## src/sv/csl_pkg.sv

```systemverilog
`timescale 1ns / 1ps

package csl_pkg;

   // Identifier buffer size (default for the top level parameter)
   localparam int CSL_MAX_IDENT = 32;

   localparam int KIND_W   = 5;
   localparam int VALUE_W  = 31;
   localparam int CHAR_W   = 8;
   localparam int LINE_W   = 16;
   localparam int RSP_DATA_W = 56;
   localparam int KW_COUNT = 7;

   localparam logic [VALUE_W-1:0] NUM_MAX  = '1;
   localparam logic [LINE_W-1:0]  LINE_MAX = '1;

   // Token kinds
   localparam logic [KIND_W-1:0] TK_INT_LIT = 5'd0;
   localparam logic [KIND_W-1:0] TK_IDENT   = 5'd1;
   localparam logic [KIND_W-1:0] TK_BREAK   = 5'd2;
   localparam logic [KIND_W-1:0] TK_LPAREN  = 5'd9;
   localparam logic [KIND_W-1:0] TK_RPAREN  = 5'd10;
   localparam logic [KIND_W-1:0] TK_LBRACE  = 5'd11;
   localparam logic [KIND_W-1:0] TK_RBRACE  = 5'd12;
   localparam logic [KIND_W-1:0] TK_STAR    = 5'd13;
   localparam logic [KIND_W-1:0] TK_PLUS    = 5'd14;
   localparam logic [KIND_W-1:0] TK_MINUS   = 5'd15;
   localparam logic [KIND_W-1:0] TK_SLASH   = 5'd16;
   localparam logic [KIND_W-1:0] TK_PERCENT = 5'd17;
   localparam logic [KIND_W-1:0] TK_BANG    = 5'd18;
   localparam logic [KIND_W-1:0] TK_LT      = 5'd19;
   localparam logic [KIND_W-1:0] TK_GT      = 5'd20;
   localparam logic [KIND_W-1:0] TK_LE      = 5'd21;
   localparam logic [KIND_W-1:0] TK_GE      = 5'd22;
   localparam logic [KIND_W-1:0] TK_EQ      = 5'd23;
   localparam logic [KIND_W-1:0] TK_NE      = 5'd24;
   localparam logic [KIND_W-1:0] TK_SEMI    = 5'd25;
   localparam logic [KIND_W-1:0] TK_ASSIGN  = 5'd26;
   localparam logic [KIND_W-1:0] TK_COMMA   = 5'd27;
   localparam logic [KIND_W-1:0] TK_END     = 5'd28;
   localparam logic [KIND_W-1:0] TK_ERROR   = 5'd29;

   // Byte classes found by the front end
   typedef enum logic [3:0] {
      CC_SPACE,
      CC_NEWLINE,
      CC_DIGIT,
      CC_LETTER,
      CC_LT,
      CC_GT,
      CC_EQUAL,
      CC_BANG,
      CC_SYMBOL,
      CC_UNKNOWN,
      CC_END
   } char_class_type;

   // One classified source byte, queued between front and back
   typedef struct packed {
      char_class_type      cls;
      logic [KIND_W-1:0]   sym_kind;
      logic [CHAR_W-1:0]   char_code;
   } csl_item_type;

   // Pending-token mode of the lexer
   typedef enum logic [2:0] {
      LM_IDLE,
      LM_NUM,
      LM_IDENT,
      LM_LT,
      LM_GT,
      LM_ASSIGN,
      LM_BANG,
      LM_HALT
   } lex_mode_type;

   // Back end sequencer
   typedef enum logic [1:0] {
      BK_SCAN,
      BK_ID_RUN,
      BK_PEND
   } back_state_type;

   // Keyword length, keyword k gives token kind TK_BREAK + k
   function automatic logic [5:0] kw_len(input logic [2:0] k);
      logic [5:0] n;
      case (k)
         3'd0:    n = 6'd5;
         3'd1:    n = 6'd8;
         3'd2:    n = 6'd4;
         3'd3:    n = 6'd2;
         3'd4:    n = 6'd3;
         3'd5:    n = 6'd6;
         3'd6:    n = 6'd5;
         default: n = 6'd0;
      endcase
      return n;
   endfunction

   // Character of keyword k at position pos, zero past its end
   function automatic logic [CHAR_W-1:0] kw_char(input logic [2:0] k,
                                                 input logic [5:0] pos);
      logic [63:0] word;
      logic [5:0]  n;
      logic [2:0]  sel;
      case (k)
         3'd0:    word = 64'("break");
         3'd1:    word = 64'("continue");
         3'd2:    word = 64'("else");
         3'd3:    word = 64'("if");
         3'd4:    word = 64'("int");
         3'd5:    word = 64'("return");
         3'd6:    word = 64'("while");
         default: word = '0;
      endcase
      n   = kw_len(k);
      // the first character sits in the highest used byte
      sel = 3'(n - 6'd1 - pos);
      if (pos < n) begin
         return word[{sel, 3'b000} +: 8];
      end
      return '0;
   endfunction

endpackage

```

## src/sv/csl_ram.sv

```systemverilog
`timescale 1ns / 1ps

module csl_ram #(
   parameter int WIDTH = 8,
   parameter int DEPTH = 32
) (
   input  logic                     clock,
   input  logic                     wr_en,
   input  logic [$clog2(DEPTH)-1:0] wr_addr,
   input  logic [WIDTH-1:0]         wr_data,
   input  logic [$clog2(DEPTH)-1:0] rd_addr,
   output logic [WIDTH-1:0]         rd_data
);

   logic [WIDTH-1:0] mem_ff [DEPTH];
   logic [WIDTH-1:0] rd_data_ff;

   // Write port and registered read port
   always_ff @(posedge clock) begin
      if (wr_en) begin
         mem_ff[wr_addr] <= wr_data;
      end
      rd_data_ff <= mem_ff[rd_addr];
   end

   assign rd_data = rd_data_ff;

endmodule

```

## src/sv/csl_front.sv

```systemverilog
`timescale 1ns / 1ps

module csl_front (
   input  logic                       clock,
   input  logic                       reset,
   input  logic                       req_tvalid,
   output logic                       req_tready,
   input  logic [7:0]                 req_tdata,   // [7:0] char_code
   input  logic                       req_tuser,   // [0] end_of_input
   output logic                       item_valid,
   output csl_pkg::csl_item_type      item,
   input  logic                       item_pop
);

   import csl_pkg::*;

   csl_item_type q_ff [2];
   logic         wr_ptr_ff, wr_ptr_in;
   logic         rd_ptr_ff, rd_ptr_in;
   logic [1:0]   count_ff, count_in;
   csl_item_type cls_item;
   logic         push;

   // Classify the incoming byte
   always_comb begin
      cls_item.char_code = req_tdata;
      cls_item.sym_kind  = '0;
      cls_item.cls       = CC_UNKNOWN;
      if (req_tuser) begin
         cls_item.cls = CC_END;
      end else if (req_tdata >= "0" && req_tdata <= "9") begin
         cls_item.cls = CC_DIGIT;
      end else if ((req_tdata >= "a" && req_tdata <= "z") ||
                   (req_tdata >= "A" && req_tdata <= "Z") || req_tdata == "_") begin
         cls_item.cls = CC_LETTER;
      end else begin
         case (req_tdata)
            8'd32, 8'd9: cls_item.cls = CC_SPACE;
            8'd10:       cls_item.cls = CC_NEWLINE;
            "<":         cls_item.cls = CC_LT;
            ">":         cls_item.cls = CC_GT;
            "=":         cls_item.cls = CC_EQUAL;
            "!":         cls_item.cls = CC_BANG;
            "(": begin cls_item.cls = CC_SYMBOL; cls_item.sym_kind = TK_LPAREN;  end
            ")": begin cls_item.cls = CC_SYMBOL; cls_item.sym_kind = TK_RPAREN;  end
            "{": begin cls_item.cls = CC_SYMBOL; cls_item.sym_kind = TK_LBRACE;  end
            "}": begin cls_item.cls = CC_SYMBOL; cls_item.sym_kind = TK_RBRACE;  end
            "*": begin cls_item.cls = CC_SYMBOL; cls_item.sym_kind = TK_STAR;    end
            "+": begin cls_item.cls = CC_SYMBOL; cls_item.sym_kind = TK_PLUS;    end
            "-": begin cls_item.cls = CC_SYMBOL; cls_item.sym_kind = TK_MINUS;   end
            "/": begin cls_item.cls = CC_SYMBOL; cls_item.sym_kind = TK_SLASH;   end
            "%": begin cls_item.cls = CC_SYMBOL; cls_item.sym_kind = TK_PERCENT; end
            ";": begin cls_item.cls = CC_SYMBOL; cls_item.sym_kind = TK_SEMI;    end
            ",": begin cls_item.cls = CC_SYMBOL; cls_item.sym_kind = TK_COMMA;   end
            default: cls_item.cls = CC_UNKNOWN;
         endcase
      end
   end

   // Two-entry queue toward the back end
   assign req_tready = (count_ff != 2'd2);
   assign push       = req_tvalid && req_tready;
   assign item_valid = (count_ff != 2'd0);
   assign item       = q_ff[rd_ptr_ff];

   always_comb begin
      wr_ptr_in = push ? ~wr_ptr_ff : wr_ptr_ff;
      rd_ptr_in = item_pop ? ~rd_ptr_ff : rd_ptr_ff;
      count_in  = count_ff + {1'b0, push} - {1'b0, item_pop};
   end

   always_ff @(posedge clock) begin
      if (reset) begin
         wr_ptr_ff <= 1'b0;
         rd_ptr_ff <= 1'b0;
         count_ff  <= 2'd0;
      end else begin
         wr_ptr_ff <= wr_ptr_in;
         rd_ptr_ff <= rd_ptr_in;
         count_ff  <= count_in;
      end
   end

   always_ff @(posedge clock) begin
      if (push) begin
         q_ff[wr_ptr_ff] <= cls_item;
      end
   end

endmodule

```

## src/sv/csl_back.sv

```systemverilog
`timescale 1ns / 1ps

module csl_back #(
   parameter int MAX_IDENT = csl_pkg::CSL_MAX_IDENT
) (
   input  logic                                clock,
   input  logic                                reset,
   input  logic                                item_valid,
   input  csl_pkg::csl_item_type               item,
   output logic                                item_pop,
   output logic                                rsp_tvalid,
   input  logic                                rsp_tready,
   output logic [csl_pkg::RSP_DATA_W-1:0]      rsp_tdata,
   output logic [csl_pkg::KIND_W-1:0]          rsp_tuser,
   output logic                                rsp_tlast
);

   import csl_pkg::*;

   localparam int AW = $clog2(MAX_IDENT);
   localparam int LW = $clog2(MAX_IDENT + 1);
   localparam logic [LW-1:0] LEN_MAX = LW'(MAX_IDENT);

   back_state_type     state_ff, state_in;
   lex_mode_type       mode_ff, mode_in;
   logic [VALUE_W-1:0] acc_ff, acc_in;
   logic [LW-1:0]      len_ff, len_in;
   logic               ovf_ff, ovf_in;
   logic [LINE_W-1:0]  line_ff, line_in;
   logic [KW_COUNT-1:0] kwm_ff, kwm_in;

   logic [LINE_W-1:0]  ev_line_ff, ev_line_in;
   logic [LW-1:0]      run_len_ff, run_len_in;
   logic               run_ovf_ff, run_ovf_in;
   logic [LW-1:0]      idx_ff, idx_in;
   logic               pend_valid_ff, pend_valid_in;
   logic [KIND_W-1:0]  pend_kind_ff, pend_kind_in;

   logic               o_valid_ff, o_valid_in;
   logic [KIND_W-1:0]  o_kind_ff, o_kind_in;
   logic [VALUE_W-1:0] o_value_ff, o_value_in;
   logic [CHAR_W-1:0]  o_char_ff, o_char_in;
   logic [LINE_W-1:0]  o_line_ff, o_line_in;
   logic               o_ovf_ff, o_ovf_in;
   logic               o_last_ff, o_last_in;

   logic               wr_en;
   logic [AW-1:0]      wr_addr;
   logic [CHAR_W-1:0]  wr_data;
   logic [AW-1:0]      rd_addr;
   logic [CHAR_W-1:0]  rd_data;

   // Identifier characters
   csl_ram #(
      .WIDTH (CHAR_W),
      .DEPTH (MAX_IDENT)
   ) u_ident_ram (
      .clock   (clock),
      .wr_en   (wr_en),
      .wr_addr (wr_addr),
      .wr_data (wr_data),
      .rd_addr (rd_addr),
      .rd_data (rd_data)
   );

   // Lexer step, token emission and identifier run sequencing
   always_comb begin
      logic              slot_free;
      logic              flush;
      logic              f_tok_v;
      logic [KIND_W-1:0] f_kind;
      logic [VALUE_W-1:0] f_val;
      logic              f_ovf;
      logic              f_run;
      logic              s_tok_v;
      logic [KIND_W-1:0] s_kind;
      logic              kw_hit;
      logic [KIND_W-1:0] kw_kind;
      logic [3:0]        digit;
      logic [34:0]       prod;
      logic              run_last;

      state_in      = state_ff;
      mode_in       = mode_ff;
      acc_in        = acc_ff;
      len_in        = len_ff;
      ovf_in        = ovf_ff;
      line_in       = line_ff;
      kwm_in        = kwm_ff;
      ev_line_in    = ev_line_ff;
      run_len_in    = run_len_ff;
      run_ovf_in    = run_ovf_ff;
      idx_in        = idx_ff;
      pend_valid_in = pend_valid_ff;
      pend_kind_in  = pend_kind_ff;

      slot_free  = !o_valid_ff || rsp_tready;
      o_valid_in = o_valid_ff && !rsp_tready;
      o_kind_in  = o_kind_ff;
      o_value_in = o_value_ff;
      o_char_in  = o_char_ff;
      o_line_in  = o_line_ff;
      o_ovf_in   = o_ovf_ff;
      o_last_in  = o_last_ff;

      item_pop = 1'b0;
      wr_en    = 1'b0;
      wr_addr  = len_ff[AW-1:0];
      wr_data  = item.char_code;

      flush   = 1'b0;
      f_tok_v = 1'b0;
      f_kind  = TK_INT_LIT;
      f_val   = '0;
      f_ovf   = 1'b0;
      f_run   = 1'b0;
      s_tok_v = 1'b0;
      s_kind  = TK_END;

      digit = 4'(item.char_code - 8'd48);
      prod  = 35'({acc_ff, 3'b000}) + 35'({acc_ff, 1'b0}) + 35'(digit);
      run_last = (LW'(idx_ff + 1'b1) == run_len_ff);

      // keyword whose characters all matched and whose length agrees
      kw_hit  = 1'b0;
      kw_kind = TK_BREAK;
      for (int k = 0; k < KW_COUNT; k++) begin
         if (kwm_ff[k] && (6'(len_ff) == kw_len(3'(k)))) begin
            kw_hit  = 1'b1;
            kw_kind = TK_BREAK + KIND_W'(k);
         end
      end

      unique case (state_ff)
         BK_SCAN: begin
            if (item_valid && slot_free) begin
               item_pop   = 1'b1;
               ev_line_in = line_ff;
               if (mode_ff != LM_HALT) begin
                  // continue the pending token or decide to end it
                  if (item.cls == CC_END) begin
                     flush   = 1'b1;
                     s_tok_v = 1'b1;
                     s_kind  = TK_END;
                  end else begin
                     unique case (mode_ff)
                        LM_NUM: begin
                           if (item.cls == CC_DIGIT) begin
                              if (prod > 35'(NUM_MAX)) begin
                                 acc_in = NUM_MAX;
                                 ovf_in = 1'b1;
                              end else begin
                                 acc_in = prod[VALUE_W-1:0];
                              end
                           end else begin
                              flush = 1'b1;
                           end
                        end
                        LM_IDENT: begin
                           if (item.cls == CC_LETTER || item.cls == CC_DIGIT) begin
                              if (len_ff < LEN_MAX) begin
                                 wr_en  = 1'b1;
                                 len_in = len_ff + 1'b1;
                                 for (int k = 0; k < KW_COUNT; k++) begin
                                    kwm_in[k] = kwm_ff[k] &&
                                       (kw_char(3'(k), 6'(len_ff)) == item.char_code);
                                 end
                              end else begin
                                 ovf_in = 1'b1;
                              end
                           end else begin
                              flush = 1'b1;
                           end
                        end
                        LM_LT, LM_GT, LM_ASSIGN, LM_BANG: begin
                           if (item.cls == CC_EQUAL) begin
                              f_tok_v = 1'b1;
                              mode_in = LM_IDLE;
                              unique case (mode_ff)
                                 LM_LT:   f_kind = TK_LE;
                                 LM_GT:   f_kind = TK_GE;
                                 LM_ASSIGN: f_kind = TK_EQ;
                                 default: f_kind = TK_NE;
                              endcase
                           end else begin
                              flush = 1'b1;
                           end
                        end
                        default: flush = 1'b1;
                     endcase
                  end

                  if (flush) begin
                     // end the pending token
                     unique case (mode_ff)
                        LM_NUM: begin
                           f_tok_v = 1'b1;
                           f_kind  = TK_INT_LIT;
                           f_val   = acc_ff;
                           f_ovf   = ovf_ff;
                        end
                        LM_IDENT: begin
                           if (!ovf_ff && kw_hit) begin
                              f_tok_v = 1'b1;
                              f_kind  = kw_kind;
                           end else begin
                              f_run = 1'b1;
                           end
                        end
                        LM_LT:     begin f_tok_v = 1'b1; f_kind = TK_LT;     end
                        LM_GT:     begin f_tok_v = 1'b1; f_kind = TK_GT;     end
                        LM_ASSIGN: begin f_tok_v = 1'b1; f_kind = TK_ASSIGN; end
                        LM_BANG:   begin f_tok_v = 1'b1; f_kind = TK_BANG;   end
                        default: ;
                     endcase
                     mode_in = LM_IDLE;

                     // handle the byte afresh, or return to reset state at end
                     if (item.cls == CC_END) begin
                        acc_in  = '0;
                        len_in  = '0;
                        ovf_in  = 1'b0;
                        line_in = LINE_W'(1);
                        kwm_in  = '0;
                     end else begin
                        unique case (item.cls)
                           CC_NEWLINE: begin
                              if (line_ff != LINE_MAX) begin
                                 line_in = line_ff + 1'b1;
                              end
                           end
                           CC_DIGIT: begin
                              mode_in = LM_NUM;
                              acc_in  = VALUE_W'(digit);
                              ovf_in  = 1'b0;
                           end
                           CC_LETTER: begin
                              mode_in = LM_IDENT;
                              wr_en   = 1'b1;
                              wr_addr = '0;
                              len_in  = LW'(1);
                              ovf_in  = 1'b0;
                              for (int k = 0; k < KW_COUNT; k++) begin
                                 kwm_in[k] = (kw_char(3'(k), 6'd0) == item.char_code);
                              end
                           end
                           CC_LT:    mode_in = LM_LT;
                           CC_GT:    mode_in = LM_GT;
                           CC_EQUAL: mode_in = LM_ASSIGN;
                           CC_BANG:  mode_in = LM_BANG;
                           CC_SYMBOL: begin
                              s_tok_v = 1'b1;
                              s_kind  = item.sym_kind;
                           end
                           CC_UNKNOWN: begin
                              s_tok_v = 1'b1;
                              s_kind  = TK_ERROR;
                              mode_in = LM_HALT;
                           end
                           default: ;
                        endcase
                     end
                  end
               end

               // dispatch: first result now, the rest from the run or pending slot
               pend_kind_in = s_kind;
               if (f_tok_v) begin
                  o_valid_in    = 1'b1;
                  o_kind_in     = f_kind;
                  o_value_in    = f_val;
                  o_char_in     = '0;
                  o_line_in     = line_ff;
                  o_ovf_in      = f_ovf;
                  o_last_in     = 1'b1;
                  pend_valid_in = s_tok_v;
                  if (s_tok_v) begin
                     state_in = BK_PEND;
                  end
               end else if (f_run) begin
                  state_in      = BK_ID_RUN;
                  idx_in        = '0;
                  run_len_in    = len_ff;
                  run_ovf_in    = ovf_ff;
                  pend_valid_in = s_tok_v;
               end else if (s_tok_v) begin
                  o_valid_in = 1'b1;
                  o_kind_in  = s_kind;
                  o_value_in = '0;
                  o_char_in  = '0;
                  o_line_in  = line_ff;
                  o_ovf_in   = 1'b0;
                  o_last_in  = 1'b1;
               end
            end
         end
         BK_ID_RUN: begin
            // stream identifier characters out of the buffer
            if (slot_free) begin
               o_valid_in = 1'b1;
               o_kind_in  = TK_IDENT;
               o_value_in = '0;
               o_char_in  = rd_data;
               o_line_in  = ev_line_ff;
               o_ovf_in   = run_ovf_ff;
               o_last_in  = run_last;
               idx_in     = LW'(idx_ff + 1'b1);
               if (run_last) begin
                  state_in = pend_valid_ff ? BK_PEND : BK_SCAN;
               end
            end
         end
         BK_PEND: begin
            // token that follows the flushed one in the same step
            if (slot_free) begin
               o_valid_in    = 1'b1;
               o_kind_in     = pend_kind_ff;
               o_value_in    = '0;
               o_char_in     = '0;
               o_line_in     = ev_line_ff;
               o_ovf_in      = 1'b0;
               o_last_in     = 1'b1;
               pend_valid_in = 1'b0;
               state_in      = BK_SCAN;
            end
         end
         default: state_in = BK_SCAN;
      endcase

      // read at idx_in so the registered data matches idx_ff
      rd_addr = idx_in[AW-1:0];
   end

   // Control state
   always_ff @(posedge clock) begin
      if (reset) begin
         state_ff      <= BK_SCAN;
         mode_ff       <= LM_IDLE;
         acc_ff        <= '0;
         len_ff        <= '0;
         ovf_ff        <= 1'b0;
         line_ff       <= LINE_W'(1);
         kwm_ff        <= '0;
         pend_valid_ff <= 1'b0;
         o_valid_ff    <= 1'b0;
      end else begin
         state_ff      <= state_in;
         mode_ff       <= mode_in;
         acc_ff        <= acc_in;
         len_ff        <= len_in;
         ovf_ff        <= ovf_in;
         line_ff       <= line_in;
         kwm_ff        <= kwm_in;
         pend_valid_ff <= pend_valid_in;
         o_valid_ff    <= o_valid_in;
      end
   end

   // Payload
   always_ff @(posedge clock) begin
      ev_line_ff   <= ev_line_in;
      run_len_ff   <= run_len_in;
      run_ovf_ff   <= run_ovf_in;
      idx_ff       <= idx_in;
      pend_kind_ff <= pend_kind_in;
      o_kind_ff    <= o_kind_in;
      o_value_ff   <= o_value_in;
      o_char_ff    <= o_char_in;
      o_line_ff    <= o_line_in;
      o_ovf_ff     <= o_ovf_in;
      o_last_ff    <= o_last_in;
   end

   assign rsp_tvalid = o_valid_ff;
   assign rsp_tdata  = {o_ovf_ff, o_line_ff, o_char_ff, o_value_ff};
   assign rsp_tuser  = o_kind_ff;
   assign rsp_tlast  = o_last_ff;

endmodule

```

## src/sv/c_subset_lexer.sv

```systemverilog
`timescale 1ns / 1ps

// Lexer for a small C subset. Each request transaction carries one source byte, or an end
// mark in tuser that flushes the pending token, emits the end token and returns the block
// to line 1. Each response transaction is one token; a plain identifier comes out as a run
// of one transaction per character with tlast on the final one. A front end classifies
// bytes into a two-entry queue, and the back end takes one queued byte per cycle whenever
// its output register is free and it is not sending a second result or an identifier run.
// A step that yields two results sends the second from the pending slot, and a plain
// identifier is streamed from the identifier buffer RAM. A request passes through the
// queue and the output register before its first response; a step that starts an
// identifier run also passes the registered RAM read. An unknown byte yields an error
// token, after which every transaction is consumed without output until reset.
module c_subset_lexer #(
   parameter int MAX_IDENT = csl_pkg::CSL_MAX_IDENT
) (
   input  logic                            clock,
   input  logic                            reset,
   input  logic                            req_tvalid,
   output logic                            req_tready,
   input  logic [7:0]                      req_tdata,   // [7:0] char_code
   input  logic                            req_tuser,   // [0] end_of_input
   output logic                            rsp_tvalid,
   input  logic                            rsp_tready,
   // [30:0] int_value, [38:31] id_char, [54:39] line_number, [55] overflow
   output logic [csl_pkg::RSP_DATA_W-1:0]  rsp_tdata,
   output logic [csl_pkg::KIND_W-1:0]      rsp_tuser,   // [4:0] token_kind
   output logic                            rsp_tlast
);

   import csl_pkg::*;

   logic         item_valid;
   csl_item_type item;
   logic         item_pop;

   csl_front u_front (
      .clock      (clock),
      .reset      (reset),
      .req_tvalid (req_tvalid),
      .req_tready (req_tready),
      .req_tdata  (req_tdata),
      .req_tuser  (req_tuser),
      .item_valid (item_valid),
      .item       (item),
      .item_pop   (item_pop)
   );

   csl_back #(
      .MAX_IDENT (MAX_IDENT)
   ) u_back (
      .clock      (clock),
      .reset      (reset),
      .item_valid (item_valid),
      .item       (item),
      .item_pop   (item_pop),
      .rsp_tvalid (rsp_tvalid),
      .rsp_tready (rsp_tready),
      .rsp_tdata  (rsp_tdata),
      .rsp_tuser  (rsp_tuser),
      .rsp_tlast  (rsp_tlast)
   );

endmodule

```

## config.mk

```make
export PLATFORM = sky130hd
export DESIGN_NAME = c_subset_lexer
export DESIGN_NICKNAME = d
export VERILOG_FILES = /design/src/sv/csl_pkg.sv /design/src/sv/csl_ram.sv /design/src/sv/csl_front.sv /design/src/sv/csl_back.sv /design/src/sv/c_subset_lexer.sv
export SDC_FILE = /design/constraint.sdc
export NUM_CORES = 1
export LEC_CHECK = 0
export BUFFER_PORTS_ARGS = -buffer_cell sky130_fd_sc_hd__buf_2
export CORE_MARGIN = 2
export CORE_UTILIZATION = 50
export CTS_CLUSTER_DIAMETER = 150
export DETAILED_ROUTE_END_ITERATION = 7
export GPL_ROUTABILITY_DRIVEN = 1
export GPL_TIMING_DRIVEN = 0
export PLACE_DENSITY = 0.66
export SLEW_MARGIN = 20
export SYNTH_ARGS = -nofsm -noshare
export SYNTH_HDL_FRONTEND = slang
export SYNTH_HIERARCHICAL = 1
export SYNTH_SLANG_ARGS = --single-unit
```

## constraint.sdc

```tcl
create_clock -name clock -period 7.65 [get_ports clock]
set_input_delay 0 -clock clock [delete_from_list [all_inputs] [get_ports clock]]
set_output_delay 0 -clock clock [all_outputs]
set_load 0.1 [all_outputs]
```

# After elaboration in Yosys (flattened, before gate mapping)
# Memories as Yosys holds them, arrays and structs flattened. A register that Yosys moved wholly into a read port is not among the register bits.
# Index checks and enable logic that the tools add are counted.
# W data, S select, Z words.
[totals] n_memories=2 mem_bits_ro=0 input_bits=13 latchBits=0 ff_bits=168 ramBits=290 wordCells=791
[memory_table] name="u_back.u_ident_ram.mem_ff" depth=32 width=8 rd=1 rd_ports_with_merged_regs=1 wr=1 line_no="csl_ram.sv:15" text="logic [WIDTH-1:0] mem_ff [DEPTH];"
[memory_table] name="u_front.q_ff" depth=2 width=17 rd=1 rd_ports_with_merged_regs=1 wr=1 line_no="csl_front.sv:17" text="csl_item_type q_ff [2];"
[classes] shift=14 n_eq_ne=73 n_bitwise=3 add_sub_neg=26 mul=0 reduce_logical=55 mux=574 div=0 order_cmp=20
[op_table] cell="$mux W64" count=91
[op_table] cell="$mux W8" count=125
[op_table] cell="$shiftx A64 B7 Y8" count=14
[op_table] cell="$mux W6" count=89
[op_table] cell="$mux W31" count=15
[op_table] cell="$mux W1" count=175
[op_table] cell="$mux W16" count=8
[op_table] cell="$mux W5" count=24
[op_table] cell="$eq A8 B6 Y1 const B" count=14
[op_table] cell="$eq A8 B8 Y1" count=14
[op_table] cell="$pmux W31 S2" count=1
[op_table] cell="$pmux W5 S11" count=1
[op_table] cell="$mux W7" count=7
[op_table] cell="$lt A1 B6 Y1 const A" count=6
[op_table] cell="$lt A6 B6 Y1" count=6
[op_table] cell="$sub A3 B1 Y3 const B" count=12
[op_table] cell="$add A34 B32 Y35" count=1
[op_table] cell="$add A35 B4 Y35" count=1
[op_table] cell="$gt A35 B31 Y1 const B" count=1
[op_table] cell="$pmux W16 S2" count=1
[op_table] cell="$pmux W5 S6" count=1
[op_table] cell="$pmux W4 S7" count=1
[op_table] cell="$mux W3" count=9
[op_table] cell="$eq A8 B7 Y1 const B" count=3
[op_table] cell="58 further kinds" count=145

# Logic depth before layout (Yosys ltp)
[depth] depth_word=34 mapped_depth=17 depth_no_buf=13

# Cells and area by module
# The synthesis kept the hierarchy.
[by_module_without_submodules] module="csl_back" cells_per_inst=1167 seq_area_each_um2=4194.0 area_per_inst_um2=10597.7 instances=1
[by_module_without_submodules] module="csl_ram" cells_per_inst=417 seq_area_each_um2=7847.5 area_per_inst_um2=10053.4 instances=1
[by_module_without_submodules] module="csl_front" cells_per_inst=153 seq_area_each_um2=1121.1 area_per_inst_um2=1951.9 instances=1

# Least setup slack after synthesis
# No wires, ideal clock.
[synth_path] path_kind="reg-to-reg" from="reg (tool-made name)" to="reg u_back.o_line_ff[0], enable pin" synth_period_minus_slack_ps=6618 slack_ps=1032 t_arrival_ps=6101 n_path_buf=4 t_required_ps=7133 setup_ps=517 path_stages_with_launch=12 cell_sequence="dfxtp_1 -> clkbuf_1 -> buf_2 -> mux2_2 -> or4b_4 -> or2_1 -> buf_4 -> o211ai_4 -> buf_2 -> nor3_1 -> a21o_1 -> o21ai_0"
[synth_rtl] element="end signal: assignment" line_no="csl_back.sv:369" text="o_line_ff <= o_line_in;"
[synth_rtl] element="end: declaration" line_no="csl_back.sv:43" text="logic [LINE_W-1:0] o_line_ff, o_line_in;"

==> results.py <==
metrics = {
    "detailed_routing": {
        "wl_per_cell_um": 21.78,
        "wirelength_mm": 54.66,
        "vias": 15160,
        "drt_iter0_markers": 1541,
        "drtPass1Iterations": 6,
        "drc": 0,
        "ant_nets": 0,
        "via_per_inst": 6.041,
    },
    "power_and_ir_drop": {
        "totalPowerFinal_w": 0.008351,
        "power.density_mw_per_mm2": 325.9,
        "peakVddDrop_mv": 0.2633,
        "leakage_nw": 8.988,
    },
    "setup_path": {
        "rrSetupSlack_ns": 0.67,
        "required_ns": 8.14,
        "crit_arrival_ns": 7.47,
        "worst-path-max-fanout": 10,
        "cp-end-kind": "flip-flop",
        "cp_slowest_stage_delay_ns": 0.82,
        "critPathKind": "flip-flop to flip-flop",
        "slowest_stage": "nor4bb_1",
        "cp-start-kind": "flip-flop",
        "crit_chain": "clkbuf_1 -> buf_2 -> mux2_2 -> nor4bb_1 -> a21oi_2 -> o211ai_4 -> buf_2 -> nor4_1 -> o21ai_0 -> o21ai_0 -> o21ai_0 -> clkbuf_1 -> clkbuf_1 -> mux4_2 -> mux4_2 -> mux2_2",
    },
    "sta": {
        "fin_ws_ns": 0.6725,
        "fin_skew_ns": 0.02189,
        "hold_violations": 0,
        "worst_hold_slack_ns": 0.1244,
        "slew_viol_final": 0,
        "grt_setup_unrepaired": "false",
        "finalSetupViolCount": 0,
        "fmax_mhz": 143.3,
        "fin_crit_sh_pct": 91.21,
        "worst_pin_slew_ns": 1.060,
        "max_slew_margin_pct": 29.05,
        "post-route-min-period_ns": 6.978,
    },
    "clocking": {
        "clock_tree.root_cell": "clkbuf_16",
        "cts_sinks": 467,
        "numCtsBuffers": 48,
        "path_clk_slew_ns": 0.06,
        "htreeDepth": 2,
        "clk_path_buf_depth": 3,
        "clk_latency_ns": 0.60,
        "tritoncts": "yes",
    },
    "floorplanning": {
        "initial_core_util_pct": 50.89,
        "dieHeight_um": 216.6,
        "die-area_mm2": 0.04692,
        "core.rowCount": 77,
        "die_w_um": 216.6,
        "core_area_mm2": 0.04441,
        "ioPinCount": 77,
    },
    "global_routing": {
        "gr-total-overflow": 0,
        "grt_first_pass_wirelength_mm": 85.59,
        "grt_usage_pct": 23.57,
        "first_global_vias": 14740,
        "antenna_found_initial": 1,
        "grt_max_degree": 41,
    },
    "placement": {
        "dp_slack_ns": 0.7666,
        "routabilityCongestion": 0.8860,
        "dp_hpwl_mm": 37.86,
        "dp_cells": 2408,
        "placed_cell_area_mm2": 0.02380,
        "io_buffer_count": 76,
    },
    "run_status": {
        "status": "finished clean",
    },
    "synth": {
        "postSynth.asyncResetShare_pct": 0,
        "synthCells": 1737,
        "ys_seq_area_share_pct": 58.23,
        "synth_cell_type_count": 92,
        "syn-cell-area_mm2": 0.02260,
        "ys.flop_type": "edfxtp_1",
        "syn_nets": 1835,
        "synth-seq-cells": 467,
        "ys_warn_count": 6,
        "synth-edff-count": 381,
        "avgSynthCellArea_um2": 13.01,
    },
    "cells_and_area": {
        "regArea_mm2": 0.01316,
        "fin_area_mm2": 0.02562,
        "drive_above_1_share_pct": 17.64,
        "multi_input_area_mm2": 0.008897,
        "num-nets-final": 1975,
        "finalNonFillerCells": 2509,
        "fillers": 3553,
        "syn_to_final_growth_pct": 13.35,
    },
    "worst_hold_path": {
        "min_path_type": "input port to flip-flop",
    },
    "job": {
        "maxCapViolations": 0,
    },
}
## cell type report
cell class | instances | share of cell area [%]
diodes | 1 | 0.009767
plain buffers | 97 | 1.729
clock buffers | 61 | 5.040
clock inverters | 28 | 1.616
inverters | 31 | 0.4542
multi-input cells | 1142 | 34.73
flip-flops and latches | 467 | 51.37
well taps | 592 | 2.891
repair buffers | 90 | 2.159
## cell usage after synthesis, types with 26 or more instances
library cell  count  area, um^2
edfxtp_1        381       11440
nor2_1          144       540.5
nand2_1         118       442.9
a21oi_1          94       470.5
dfxtp_1          86        1722
ha_1             83        1039
mux4_2           80        1802
o21ai_0          74       370.4
clkbuf_1         59       221.5
nand3_1          56       280.3
mux2_2           41       461.7
and2_1           40       250.2
xnor2_1          39       341.6
xor2_1           31       271.5
inv_1            30       112.6
nor3_1           26       130.1
## metal layers
layer | track usage (%) | share of wire (%) | up-vias
met5 | 0 | 0.022 | -
met4 | 5.525 | 1.8 | 2
met3 | 3.846 | 6.8 | 76
met2 | 35.47 | 44 | 541
met1 | 35.95 | 47 | 7582
li1 | - | - | 6957
## cells by family (layout without fill, tap and decap cells)
| group | count (synthesis) | count (layout) | share of synthesized area (%) |
|---|---|---|---|
| adder cells (fa/ha/maj) | 85 | 85 | 4.772 |
| multiplexers | 136 | 136 | 10.68 |
| buffers and inverters | 128 | 307 | 2.474 |
| flip-flops | 467 | 467 | 58.23 |
| other | 0 | 1 | 0 |
| AO/OA/AOI/OAI | 324 | 324 | 9.272 |
| XOR/XNOR | 70 | 70 | 2.712 |
| AND/OR/NAND/NOR | 527 | 527 | 11.86 |
## report_power, final
group          switching (W)  internal (W)
clock network       0.000985       0.00151
logic                0.00191      0.000723
registers          0.0000678       0.00316
## critical path: cells and delay by family (launching register included)
family                 cells  cell delay, ns
multiplexers               4            1.79
AND/OR/NAND/NOR            2            0.93
AO/OA/AOI/OAI              5            1.41
buffers and inverters      5            2.41
flip-flops                 1            0.30
## final timing paths
| kind | from | end | cells past startpoint |
|---|---|---|---|
| worst max-delay path | flip-flop | u_back/u_ident_ram/rd_data[1]$_DFF_P_ | 16 |
| worst min-delay path | rsp_tready | u_back/state_ff[0]$_SDFFE_PP0P_ | 6 |
| worst max register to register | flip-flop | u_back/u_ident_ram/rd_data[1]$_DFF_P_ | 16 |
| worst min register to register | u_back/len_ff[5]$_SDFFE_PP0P_ | u_back/run_len_ff[5]$_DFFE_PP_ | 0 |
## per-stage QoR
stage / TNS, ns / util, %
floorplan: 0 / -
global placement: -60.81 / 53.42
detailed placement: 0 / 53.59
CTS: 0 / 57.68
global route: 0 / 57.68
finish: 0 / 57.69
## cells in the final DEF, fill, tap and decap left out, types with 69 or more instances in the layout
| cell | Yosys | final |
|---|---|---|
| nand2_1 | 118 | 118 |
| o21ai_0 | 74 | 73 |
| ha_1 | 83 | 83 |
| buf_2 | 16 | 92 |
| a21oi_1 | 94 | 94 |
| nor2_1 | 144 | 142 |
| clkbuf_1 | 59 | 69 |
| dfxtp_1 | 86 | 86 |
| edfxtp_1 | 381 | 381 |
| mux4_2 | 80 | 80 |
## state kept, by name (all words and copies together) (netlist names), 8 cells and up, named ones only
| register | flops |
|---|---|
| u_back/u_ident_ram/mem_ff | 256 |
| u_front/q_ff | 34 |
| u_back/acc_ff | 31 |
| u_back/o_value_ff | 31 |
| u_back/ev_line_ff | 16 |
| u_back/line_ff | 16 |
| u_back/o_line_ff | 16 |
| u_back/o_char_ff | 8 |
| u_back/u_ident_ram/rd_data | 8 |
## timing repair
item,4_1_cts,5_1_grt
hold buffers,11,0
hold endpoints to repair,36,0
gates resized for setup,0,0
setup buffers,0,0
No activity file was read; power rests on OpenSTA's default activity.
